===== src/hdl/cidr_acl_pkg.sv =====
// ----------------------------------------------------------------------------
// cidr_acl_pkg
// Shared types, widths and helpers for the IPv4 CIDR access control list.
// ----------------------------------------------------------------------------
package cidr_acl_pkg;

  localparam int unsigned ADDR_W       = 32;
  localparam int unsigned PLEN_W       = 6;
  localparam int unsigned RULE_SLOTS   = 8;
  localparam int unsigned IDX_W        = 3;
  localparam int unsigned RULE_W       = 40;
  localparam int unsigned NUM_RULES_DEF = 8;
  localparam logic [PLEN_W-1:0] FULL_PREFIX = PLEN_W'(ADDR_W);

  // One rule as laid out in its configuration register.
  typedef struct packed {
    logic              valid;
    logic              deny;
    logic [PLEN_W-1:0] plen;
    logic [ADDR_W-1:0] network;
  } rule_t;

  // Outcome of one lookup.
  typedef struct packed {
    logic             allowed;
    logic             matched;
    logic [IDX_W-1:0] rule_index;
  } result_t;

  // Network mask for a prefix length; lengths above 32 saturate to 32 and a
  // length of zero gives an empty mask that matches every address.
  function automatic logic [ADDR_W-1:0] prefix_mask(input logic [PLEN_W-1:0] plen);
    logic [PLEN_W-1:0] sat;
    sat = (plen > FULL_PREFIX) ? FULL_PREFIX : plen;
    return ~({ADDR_W{1'b1}} >> sat);
  endfunction

endpackage


===== src/hdl/cidr_acl_if.sv =====
// ----------------------------------------------------------------------------
// cidr_acl_if
// Valid/ready channels for client addresses and lookup results.
// ----------------------------------------------------------------------------
interface cidr_acl_in_if import cidr_acl_pkg::*; ();
  logic              valid;
  logic              ready;
  logic [ADDR_W-1:0] client_ip;

  modport source (output valid, output client_ip, input ready);
  modport sink   (input valid, input client_ip, output ready);
endinterface

interface cidr_acl_out_if import cidr_acl_pkg::*; ();
  logic             valid;
  logic             ready;
  logic             allowed;
  logic             matched;
  logic [IDX_W-1:0] rule_index;

  modport source (output valid, output allowed, output matched, output rule_index,
                  input ready);
  modport sink   (input valid, input allowed, input matched, input rule_index,
                  output ready);
endinterface


===== src/hdl/cidr_acl_rule_regs.sv =====
// ----------------------------------------------------------------------------
// cidr_acl_rule_regs
// Configuration registers holding the ordered rule list.
// ----------------------------------------------------------------------------
module cidr_acl_rule_regs import cidr_acl_pkg::*; #(
  parameter int unsigned NUM_RULES = NUM_RULES_DEF
) (
  input  logic              clk_i,
  input  logic              rst_ni,
  input  logic              cfg_we_i,
  input  logic [IDX_W-1:0]  cfg_idx_i,
  input  logic [RULE_W-1:0] cfg_wdata_i,
  output rule_t             rules_o [NUM_RULES]
);

  rule_t rules_q [NUM_RULES];

  // Rules beyond NUM_RULES are never consulted, so they are not stored.
  for (genvar g = 0; g < NUM_RULES; g++) begin : g_rule
    always_ff @(posedge clk_i or negedge rst_ni) begin
      if (!rst_ni) begin
        rules_q[g] <= '0;
      end else if (cfg_we_i && (cfg_idx_i == IDX_W'(g))) begin
        rules_q[g] <= rule_t'(cfg_wdata_i);
      end
    end
    assign rules_o[g] = rules_q[g];
  end

endmodule


===== src/hdl/cidr_acl_lookup.sv =====
// ----------------------------------------------------------------------------
// cidr_acl_lookup
// Masked compare of one address against every rule and first-match pick.
// ----------------------------------------------------------------------------
module cidr_acl_lookup import cidr_acl_pkg::*; #(
  parameter int unsigned NUM_RULES = NUM_RULES_DEF
) (
  input  logic [ADDR_W-1:0] client_ip_i,
  input  rule_t             rules_i [NUM_RULES],
  output result_t           result_o
);

  logic [NUM_RULES-1:0] hit;

  for (genvar g = 0; g < NUM_RULES; g++) begin : g_cmp
    logic [ADDR_W-1:0] mask;
    assign mask   = prefix_mask(rules_i[g].plen);
    assign hit[g] = rules_i[g].valid &&
                    ((client_ip_i & mask) == (rules_i[g].network & mask));
  end

  // Walk from lowest to highest priority so the lowest-numbered hit wins.
  always_comb begin
    result_o = '{allowed: 1'b1, matched: 1'b0, rule_index: '0};
    for (int i = NUM_RULES - 1; i >= 0; i--) begin
      if (hit[i]) begin
        result_o.allowed    = ~rules_i[i].deny;
        result_o.matched    = 1'b1;
        result_o.rule_index = IDX_W'(i);
      end
    end
  end

endmodule


===== src/hdl/ipv4_cidr_acl_match.sv =====
// ----------------------------------------------------------------------------
// ipv4_cidr_acl_match
// First-match IPv4 CIDR access control list with valid/ready channels.
// ----------------------------------------------------------------------------
// An address is registered in the input register when it transfers; its result is
// loaded into the result register once that register can load, and is offered until taken.
// Throughput: one address per cycle while results are taken, as the rule compare is
// combinational between the input register and the result register.
// Reset: rst_ni clears all rules to invalid and empties both stages; with no
// valid rule every address is allowed.
module ipv4_cidr_acl_match import cidr_acl_pkg::*; #(
  parameter int unsigned NUM_RULES = NUM_RULES_DEF
) (
  input  logic                  clk_i,
  input  logic                  rst_ni,
  input  logic                  cfg_we_i,
  input  logic [IDX_W-1:0]      cfg_idx_i,
  input  logic [RULE_W-1:0]     cfg_wdata_i,
  cidr_acl_in_if.sink           in_i,
  cidr_acl_out_if.source        out_o
);

  // Rule storage. Configuration is to be changed only while the pipeline is empty, so
  // the lookup sees a stable rule set; the block itself does not enforce this.
  rule_t rules [NUM_RULES];

  cidr_acl_rule_regs #(
    .NUM_RULES (NUM_RULES)
  ) u_rule_regs (
    .clk_i       (clk_i),
    .rst_ni      (rst_ni),
    .cfg_we_i    (cfg_we_i),
    .cfg_idx_i   (cfg_idx_i),
    .cfg_wdata_i (cfg_wdata_i),
    .rules_o     (rules)
  );

  // Input stage: the address is registered on each transfer.
  logic              in_valid_q, in_valid_d;
  logic [ADDR_W-1:0] ip_q;

  // Result stage: the lookup outcome waits here until the sink takes it.
  logic              out_valid_q, out_valid_d;
  result_t           res_q, res_d;

  logic              out_load;
  logic              in_ready;

  // The result register may load whenever it is empty or being emptied this
  // cycle; the input register may load whenever it is empty or its item moves on.
  // This lets an address follow in every cycle while results are taken; while a
  // result is stalled, the input register takes an address only if it is empty.
  assign out_load = !out_valid_q || out_o.ready;
  assign in_ready = !in_valid_q || out_load;

  assign in_i.ready = in_ready;

  cidr_acl_lookup #(
    .NUM_RULES (NUM_RULES)
  ) u_lookup (
    .client_ip_i (ip_q),
    .rules_i     (rules),
    .result_o    (res_d)
  );

  always_comb begin
    in_valid_d  = in_valid_q;
    out_valid_d = out_valid_q;
    if (in_ready) begin
      in_valid_d = in_i.valid;
    end
    if (out_load) begin
      out_valid_d = in_valid_q;
    end
  end

  always_ff @(posedge clk_i or negedge rst_ni) begin
    if (!rst_ni) begin
      in_valid_q  <= 1'b0;
      out_valid_q <= 1'b0;
    end else begin
      in_valid_q  <= in_valid_d;
      out_valid_q <= out_valid_d;
    end
  end

  // Payload registers carry no reset.
  always_ff @(posedge clk_i) begin
    if (in_ready && in_i.valid) begin
      ip_q <= in_i.client_ip;
    end
    if (out_load && in_valid_q) begin
      res_q <= res_d;
    end
  end

  assign out_o.valid      = out_valid_q;
  assign out_o.allowed    = res_q.allowed;
  assign out_o.matched    = res_q.matched;
  assign out_o.rule_index = res_q.rule_index;

endmodule


===== src/flat_wrapper.sv =====
// flat-port wrapper written by rule: the top's interface ports become plain ports
module ipv4_cidr_acl_match_flat import cidr_acl_pkg::*;
#(
  parameter int unsigned NUM_RULES = NUM_RULES_DEF
)
  (clk_i, rst_ni, cfg_we_i, cfg_idx_i, cfg_wdata_i, in_i_valid, in_i_client_ip, in_i_ready, out_o_valid, out_o_allowed, out_o_matched, out_o_rule_index, out_o_ready);
  cidr_acl_in_if in_i_i ();
  cidr_acl_out_if out_o_i ();
  input  logic clk_i;
  input  logic rst_ni;
  input  logic cfg_we_i;
  input  logic [IDX_W-1:0] cfg_idx_i;
  input  logic [RULE_W-1:0] cfg_wdata_i;
  input wire logic [$bits(in_i_i.valid)-1:0] in_i_valid;
  input wire logic [$bits(in_i_i.client_ip)-1:0] in_i_client_ip;
  output wire logic [$bits(in_i_i.ready)-1:0] in_i_ready;
  output wire logic [$bits(out_o_i.valid)-1:0] out_o_valid;
  output wire logic [$bits(out_o_i.allowed)-1:0] out_o_allowed;
  output wire logic [$bits(out_o_i.matched)-1:0] out_o_matched;
  output wire logic [$bits(out_o_i.rule_index)-1:0] out_o_rule_index;
  input wire logic [$bits(out_o_i.ready)-1:0] out_o_ready;
  assign in_i_i.valid = in_i_valid;
  assign in_i_i.client_ip = in_i_client_ip;
  assign in_i_ready = in_i_i.ready;
  assign out_o_valid = out_o_i.valid;
  assign out_o_allowed = out_o_i.allowed;
  assign out_o_matched = out_o_i.matched;
  assign out_o_rule_index = out_o_i.rule_index;
  assign out_o_i.ready = out_o_ready;
  ipv4_cidr_acl_match #(.NUM_RULES(NUM_RULES)) u_core (.clk_i(clk_i), .rst_ni(rst_ni), .cfg_we_i(cfg_we_i), .cfg_idx_i(cfg_idx_i), .cfg_wdata_i(cfg_wdata_i), .in_i(in_i_i), .out_o(out_o_i));
endmodule

===== config.mk =====
export PLATFORM = sky130hd
export DESIGN_NAME = ipv4_cidr_acl_match_flat
export DESIGN_NICKNAME = d
export VERILOG_FILES = /design/src/hdl/cidr_acl_pkg.sv /design/src/hdl/cidr_acl_if.sv /design/src/hdl/cidr_acl_rule_regs.sv /design/src/hdl/cidr_acl_lookup.sv /design/src/hdl/ipv4_cidr_acl_match.sv /design/src/flat_wrapper.sv
export SDC_FILE = /design/constraint.sdc
export NUM_CORES = 1
export LEC_CHECK = 0
export BUFFER_PORTS_ARGS = -buffer_cell sky130_fd_sc_hd__buf_2
export CAP_MARGIN = 30
export CORE_AREA = 2 2 280 282
export CTS_CLUSTER_DIAMETER = 40
export DETAILED_ROUTE_END_ITERATION = 8
export DIE_AREA = 0 0 282 284
export GPL_ROUTABILITY_DRIVEN = 0
export PLACE_DENSITY = 0.5
export SYNTH_ARGS = -nofsm -noshare
export SYNTH_HDL_FRONTEND = slang
export SYNTH_SLANG_ARGS = --single-unit

===== constraint.sdc =====
create_clock -name clk_i -period 3.2 [get_ports clk_i]
set_input_delay 0.8 -clock clk_i [delete_from_list [all_inputs] [get_ports clk_i]]
set_output_delay 0.8 -clock clk_i [all_outputs]
set_load 0.01 [all_outputs]

# Yosys cells after proc, flatten, opt, wreduce, memory -nomap -nowiden
# Cells that the tools add are included.
dict set report word_totals {
  input_bits 80
  register_bits 359
  elab_cells 145
}
dict set report op_classes {
  bitwise_logic 32
  mux 16
  reduce_logical 26
  shifts 8
  order_cmp 8
  n_eq_ne 15
}
# operator n
set op_table {}
lappend op_table {{$and A32 B32 Y32} 16}
lappend op_table {{$eq A32 B32 Y1} 8}
lappend op_table {{$not A32 Y32} 8}
lappend op_table {{$shr A32 B6 Y32 const A} 8}
lappend op_table {{$gt A6 B6 Y1 const B} 8}
lappend op_table {{$mux W6} 8}
lappend op_table {{$mux W5} 8}
lappend op_table {{$logic_and A1 B1 Y1} 18}
lappend op_table {{$eq A3 B3 Y1 const B} 4}
lappend op_table {{$not A1 Y1} 8}
lappend op_table {{$reduce_or A7 Y1} 1}
lappend op_table {{$eq A3 B2 Y1 const B} 2}
lappend op_table {{$reduce_or A4 Y1} 1}
lappend op_table {{$eq A3 B1 Y1 const B} 1}
lappend op_table {{$logic_not A3 Y1} 1}
lappend op_table {{$logic_not A1 Y1} 2}
lappend op_table {{$logic_or A1 B1 Y1} 2}
lappend op_table {{$reduce_or A2 Y1} 1}

# Depth between registers and ports, before layout
# Gate-level depths: netlist of the first run.
dict set report logic_depth {
  word_depth 15
  ltp_mapped 11
  mapped_depth_nobuf 9
}

# Hierarchy
# Synthesis of the first run repeated with hierarchy kept, for this count alone.
dict set report hier_totals {
  hier_cells 1627
  hier_area_um2 19098.3
}
# mod n_inst area_per_inst_um2 cells_each
set modules_own_cells {}
lappend modules_own_cells {cidr_acl_rule_regs 1 11972.7 680}
lappend modules_own_cells {cidr_acl_lookup 1 5910.7 902}
lappend modules_own_cells {ipv4_cidr_acl_match 1 1214.9 45}

# Worst setup path before layout of the first run
# No wires, ideal clock.
dict set report synth_timing {
  kind {reg2reg}
  startpoint {reg u_core.u_rule_regs.rules_q (netlist bit u_core.u_rule_regs.rules_o[155])}
  endpoint {reg u_core.res_q (netlist bit u_core.out_o.allowed), data pin}
  setup_time_ps 258
  stages_incl_launch_ff 11
  arrival_time_ps 2344
  required_time_ps 2942
  path_slack_ps 598
  cell_sequence {dfrtp_1 > or3_1 > buf_2 > o21a_1 > or4_1 > nor4_2 > nand4_2 > a211oi_2 > o31ai_1 > o211ai_2 > a21oi_2}
}
# element line
set synth_lines {}
lappend synth_lines {{from (decl)} cidr_acl_rule_regs.sv:16} ;# rule_t rules_q [NUM_RULES];
lappend synth_lines {{from (signal, indexed assignment)} cidr_acl_rule_regs.sv:24} ;# rules_q[g] <= rule_t'(cfg_wdata_i);
lappend synth_lines {{to (signal assigned)} ipv4_cidr_acl_match.sv:93} ;# res_q <= res_d;
lappend synth_lines {{to (decl)} ipv4_cidr_acl_match.sv:44} ;# result_t res_q, res_d;

==> impl_metrics.json, run 1 <==
{
  "relSlewSlack": 0.4960,
  "slowest_stage": "edfxtp_1",
  "die_w_um": 282,
  "critPathMaxStageDelay_ns": 0.60,
  "irDropWorstVdd_v": 0.0003144,
  "core-area_mm2": 0.07696,
  "max_clock_freq_ghz": 0.3225,
  "clock_latency_ns": 0.61,
  "cts_setup_buffers": 0,
  "synth_top_area_frac": 0.4216,
  "synthArstFlopShare": 0.8969,
  "drc_errors": 0,
  "fp.dieArea_mm2": 0.08009,
  "grt_pass1_vias": 14690,
  "tightestPinTransition_ns": 0.7561,
  "htreeDepth": 3,
  "syn-num-nets": 1726,
  "critPathLaunchType": "flip-flop",
  "antenna_found_initial": 10,
  "synthTopCellsByArea": "dfrtp_1 (42%), mux2_2 (19%), xnor2_1 (6.8%)",
  "cts_tree": "done",
  "worstPathMaxFanout": 8,
  "drtIter0Drc": 1214,
  "vias": 14350,
  "wl_mm": 71.22,
  "cellPowerDensity_mw_per_mm2": 782.8,
  "maxSlewViolCount": 0,
  "place_area_mm2": 0.02130,
  "crit_buf_inv": 0,
  "yosysMostFrequentCell": "dfrtp_1",
  "cp.arrival_ns": 3.45,
  "fin_crit_sh": 0.9689,
  "final.setup.tns_ns": 0,
  "period_needed_ns": 3.101,
  "root_buffer": "clkbuf_16",
  "p_total_mw": 18.49,
  "fin_cells": 2890,
  "pre_cts_ws_ns": 0.1040,
  "hold_viol_final": 0,
  "layout-drive-gt1-share": 0.3557,
  "crit_type": "reg2reg",
  "cap_violations": 0,
  "grt_usage": 0.1790,
  "drt-vias-per-instance": 4.966,
  "leakagePower_nw": 9.449,
  "synth_warnings": 0,
  "synth_seq_area_share": 0.4798,
  "wl_per_cell_um": 24.64,
  "setup_viol": 0,
  "drtAntennaViolNets": 0,
  "end_kind": "flip-flop",
  "drtPass1Iterations": 7,
  "clkTransAtPathRegs_ns": 0.06,
  "rsz0062_at_grt": "true",
  "yosys.cell_types.count": 88,
  "diodes": 0,
  "synth_area_leader_cell": "dfrtp_1",
  "synth_edf_count": 37,
  "synthFlopType": "dfrtp_1",
  "areaGrowthSynthToFinish_pct": 23.61,
  "setup_ws_ns": 0.09944,
  "grt_max_degree": 65,
  "hold_buffers": 0,
  "hp-class": "in2async",
  "grt_pass1_wl_mm": 103.7,
  "design.final.nets": 1875,
  "clock_skew_ns": 0.02784,
  "critPathTopFamily": "simple AND/OR/NAND/NOR gates",
  "pin_count": 87,
  "die_h_um": 284,
  "portBuffers": 86,
  "path_cells": "xnor2_1 -> o32ai_1 -> or4_1 -> nor4_2 -> nand4_2 -> a211oi_2 -> o31ai_1 -> o211ai_2 -> a21oi_2",
  "placedCellCount": 2765,
  "rows": 102,
  "synth_cells": 1646,
  "synthTopCellsByCount": "dfrtp_1 (322), mux2_2 (315), xnor2_1 (149)",
  "outcome": "finished clean",
  "post_synth_instance_area_mm2": 0.01911,
  "overflow": 0,
  "avgSynthCellArea_um2": 11.61,
  "cts.sinks": 359,
  "crit_required_ns": 3.55,
  "yosys_register_bits": 359,
  "final_area_mm2": 0.02362,
  "cts-buffers-inserted": 68,
  "hpwl_mm": 53.02,
  "clk_path_buf_depth": 3,
  "start_util": 0.2483
}
[power breakdown]
group	leakage (nW)	internal (mW)	switching, mW
Combinational	4.11	2.15	2.77
Sequential	4.22	5.55	0.874
Clock	1.12	4.60	2.55
Total	9.45	12.3	6.19
[worst register-to-register path: stages, from the launching register on]
cell	delay, ns
edfxtp_1	0.60
xnor2_1	0.48
o32ai_1	0.14
or4_1	0.50
nor4_2	0.34
nand4_2	0.29
a211oi_2	0.22
o31ai_1	0.11
o211ai_2	0.09
a21oi_2	0.07
[kinds of logic after synthesis]
kind of cell             after synthesis  share of synthesized area
flip-flops                           359                     0.4798
AO/OA/AOI/OAI                        320                     0.1110
multiplexers                         315                     0.1856
XOR/XNOR                             256                     0.1189
AND/OR/NAND/NOR                      255                    0.06868
buffers and inverters                135                    0.03280
adder cells (fa/ha/maj)                6                   0.003208
[what timing repair did]
action | in CTS | in global routing
endpoints found under the hold margin | 0 | 0
gates resized for setup | 0 | 3
setup endpoints to repair | 0 | 4
[final timing paths]
path                       slack, ns                               to              start  depth (start not counted)
setup / recovery                 0.1             u_core.out_o.allowed    u_core.ip_q[27]                          9
hold / removal                  0.14  u_core.u_rule_regs.rules_o[186]             rst_ni                          1
setup reg to reg                 0.1             u_core.out_o.allowed    u_core.ip_q[27]                          9
hold reg to reg                 0.50               u_core.out_o.valid  u_core.in_valid_q                          1
max in group asynchronous       2.23               u_core.out_o.valid             rst_ni                          2
min in group clk_i              0.36                   u_core.ip_q[5]  in_i_client_ip[5]                          1
[state kept, by name, summed over array words and instances (netlist names)]
signal                      cells
u_core.in_valid_q               1
u_core.out_o.matched            1
u_core.ip_q                    32
u_core.out_o.rule_index         3
u_core.out_o.valid              1
u_core.out_o.allowed            1
u_core.u_rule_regs.rules_o    320
[through the flow]
step / hold slack [ns] / util
after floorplan: 0.4490 / -
after global placement: 0.4676 / 0.2768
after detailed placement: 0.4815 / 0.2768
after CTS: 0.1637 / 0.3068
after global routing: 0.1773 / 0.3070
final: 0.1402 / 0.3070
[final cells by class]
cell class                 count  area (µm²)
timing repair buffer         198        1431
multi-input combinational   1152        9350
fill                        7830       53330
clock inverter                34       431.7
clock buffer                  91        1879
inverter                      16       60.06
tap                         1040        1301
sequential                   359        9169
[layer usage]
metal | GRT usage | vias up | wire length, µm
li1 | - | 6248 | -
met1 | 0.2314 | 7310 | 30370
met2 | 0.2904 | 592 | 33540
met3 | 0.03804 | 193 | 4329
met4 | 0.07048 | 10 | 2900
met5 | 0 | - | 73
[cells in the final DEF, fill, tap and decap left out, types with 8 or more instances in the layout]
cell type    n
buf_12      12
o21ai_0     75
mux2_2     315
buf_4      100
o211ai_1    14
xnor2_1    148
clkbuf_1    15
clkbuf_16   69
a22oi_1      9
inv_1       16
dfrtp_1    322
xor2_1     103
nand2b_1     8
nor4_1      13
nor2_1      55
a31oi_1     18
o31ai_1      8
o22ai_1     12
edfxtp_1    37
nand4_1     13
nand2_1     57
nor3_1      30
buf_2       85
a21oi_1     84
nand3_1     20
or3_1        9
(Power assumes the default switching activity.)
==> inputs of run 2 (changes only) <==
--- a/config.mk
+++ b/config.mk
@@ -6,13 +6,13 @@
 export NUM_CORES = 1
 export LEC_CHECK = 0
 export BUFFER_PORTS_ARGS = -buffer_cell sky130_fd_sc_hd__buf_2
-export CAP_MARGIN = 30
-export CORE_AREA = 2 2 280 282
+export CAP_MARGIN = 15
+export CORE_AREA = 2 2 179 181
 export CTS_CLUSTER_DIAMETER = 40
 export DETAILED_ROUTE_END_ITERATION = 8
-export DIE_AREA = 0 0 282 284
+export DIE_AREA = 0 0 181 183
 export GPL_ROUTABILITY_DRIVEN = 0
-export PLACE_DENSITY = 0.5
+export PLACE_DENSITY = 0.91
 export SYNTH_ARGS = -nofsm -noshare
 export SYNTH_HDL_FRONTEND = slang
 export SYNTH_SLANG_ARGS = --single-unit
==> impl_metrics.json, run 2 (synthesized netlist as in run 1, its figures left out) <==
{
  "p_total_mw": 17.06,
  "hp-class": "in2async",
  "setup_viol": 0,
  "rr_worst_depth": 9,
  "period_needed_ns": 3.162,
  "layout-drive-gt1-share": 0.3402,
  "antenna_found_initial": 6,
  "die_h_um": 183,
  "wl_per_cell_um": 28.45,
  "clock_latency_ns": 0.57,
  "overflow": 0,
  "outcome": "finished with violations",
  "vias": 15430,
  "drtIter0Drc": 2808,
  "cts.sinks": 359,
  "clock_skew_ns": 0.02568,
  "drc_errors": 8,
  "areaGrowthSynthToFinish_pct": 15.46,
  "pin_count": 87,
  "path_cells": "xor2_1 -> nor4_1 -> nand4_1 -> a2111oi_2 -> o2111ai_2 -> o31ai_1 -> a31oi_1 -> o211ai_2 -> a21oi_2",
  "p_comb_frac": 0.273,
  "final_common_cell": "dfrtp_1",
  "p_int_mw": 11.24,
  "power_frac_seq": 0.383,
  "fp.dieArea_mm2": 0.03312,
  "hold_slack_ns": 0.1836,
  "grt_pass1_vias": 15260,
  "max_clock_freq_ghz": 0.3162,
  "relSlewSlack": 0.4090,
  "drtAntennaViolNets": 0,
  "drtPass1Iterations": 9,
  "rows": 65,
  "final_cell_mix": "dfrtp_1 (322), mux2_2 (315), xnor2_1 (145)",
  "final.setup.tns_ns": 0,
  "hold_buffers": 0,
  "slowest_stage": "edfxtp_1",
  "crit_buf_inv": 0,
  "grt_max_degree": 70,
  "num-fill-cells": 2025,
  "crit_required_ns": 3.49,
  "switchingPower_mw": 5.824,
  "cts_tree": "done",
  "hpwl_mm": 42.81,
  "core-area_mm2": 0.03123,
  "crit_cells": 9,
  "maxSlewViolCount": 0,
  "grt_usage": 0.3737,
  "irDropWorstVdd_v": 0.0005197,
  "cp.arrival_ns": 3.46,
  "portBuffers": 86,
  "start_util": 0.6119,
  "htreeDepth": 2,
  "clkTransAtPathRegs_ns": 0.06,
  "critPathTopFamily": "compound AO/OA/AOI/OAI gates",
  "root_buffer": "clkbuf_16",
  "worstPathMaxFanout": 8,
  "largest_reg_flops": 320,
  "crit_type": "reg2reg",
  "rsz0062_at_grt": "false",
  "end_kind": "flip-flop",
  "wl_mm": 62.27,
  "diodes": 0,
  "cap_violations": 0,
  "clk_path_buf_depth": 3,
  "fin_crit_sh": 0.9882,
  "critPathMaxStageDelay_ns": 0.59,
  "hold_viol_final": 0,
  "netSwitchingFraction": 0.3414,
  "cellPowerDensity_mw_per_mm2": 773.1,
  "cts-buffers-inserted": 49,
  "die_w_um": 181,
  "leakagePower_nw": 9.036,
  "clkPwrFrac": 0.344,
  "tightestPinTransition_ns": 0.8773,
  "drt-vias-per-instance": 7.048,
  "design.final.nets": 1828,
  "violations": "design-rule violations",
  "grt_pass1_wl_mm": 92.25,
  "critPathLaunchType": "flip-flop"
}
## run 2: path summary, 6_finish.rpt
kind	startpoint	endpoint	slack (ns)
worst max-delay path	u_core.ip_q[14]	u_core.out_o.allowed	0.04
worst min-delay path	rst_ni	u_core.u_rule_regs.rules_o[184]	0.18
worst max register to register	u_core.ip_q[14]	u_core.out_o.allowed	0.04
worst min register to register	u_core.in_valid_q	u_core.out_o.valid	0.50
max in group asynchronous	rst_ni	u_core.u_rule_regs.rules_o[8]	2.20
min in group clk_i	in_i_client_ip[25]	u_core.ip_q[25]	0.41
## run 2: what timing repair did
item | CTS | global route
setup endpoints to repair | 0 | 5
endpoints found under the hold margin | 0 | 0
resized for setup | 0 | 8
buffers inserted | 0 | 21
## run 2: cell type report
type                       instances  area, µm²  area share
multi-input combinational       1152       9387      0.4254
sequential                       359       9169      0.4155
clock buffer                      63       1404     0.06362
timing repair buffer             170       1171     0.05307
tap                              402      503.0     0.02279
clock inverter                    27      372.9     0.01690
inverter                          16      60.06    0.002722
## run 2: power by group through the flow
stage	clock network, mW	logic (mW)	registers, mW
after global placement	0	4.12	6.45
after CTS	5.85	4.35	6.47
after floorplan	0	3.08	6.11
after detailed placement	0	4.27	6.54
after global routing	6.06	4.84	6.61
final	5.86	4.66	6.53
## run 2: per-stage QoR
stage          instances  setup WS [ns]    util  area [µm²]
3_3_place_gp        2078         0.3342  0.6430       20080
6_report            2189        0.03769  0.7066       22070
5_1_grt             2189       0.003541  0.7066       22070
4_1_cts             2168        0.09745  0.6999       21860
3_5_place_dp        2078         0.2283  0.6430       20080
2_1_floorplan       1646         0.5977       -       19110
## run 2: per-layer routing
| metal | global-route usage | vias up | routed length [µm] |
|---|---|---|---|
| met5 | 0 | - | 39 |
| met3 | 0.1362 | 485 | 8331 |
| met1 | 0.4636 | 7476 | 22190 |
| li1 | - | 6153 | - |
| met2 | 0.5485 | 1307 | 26140 |
| met4 | 0.2563 | 6 | 5571 |
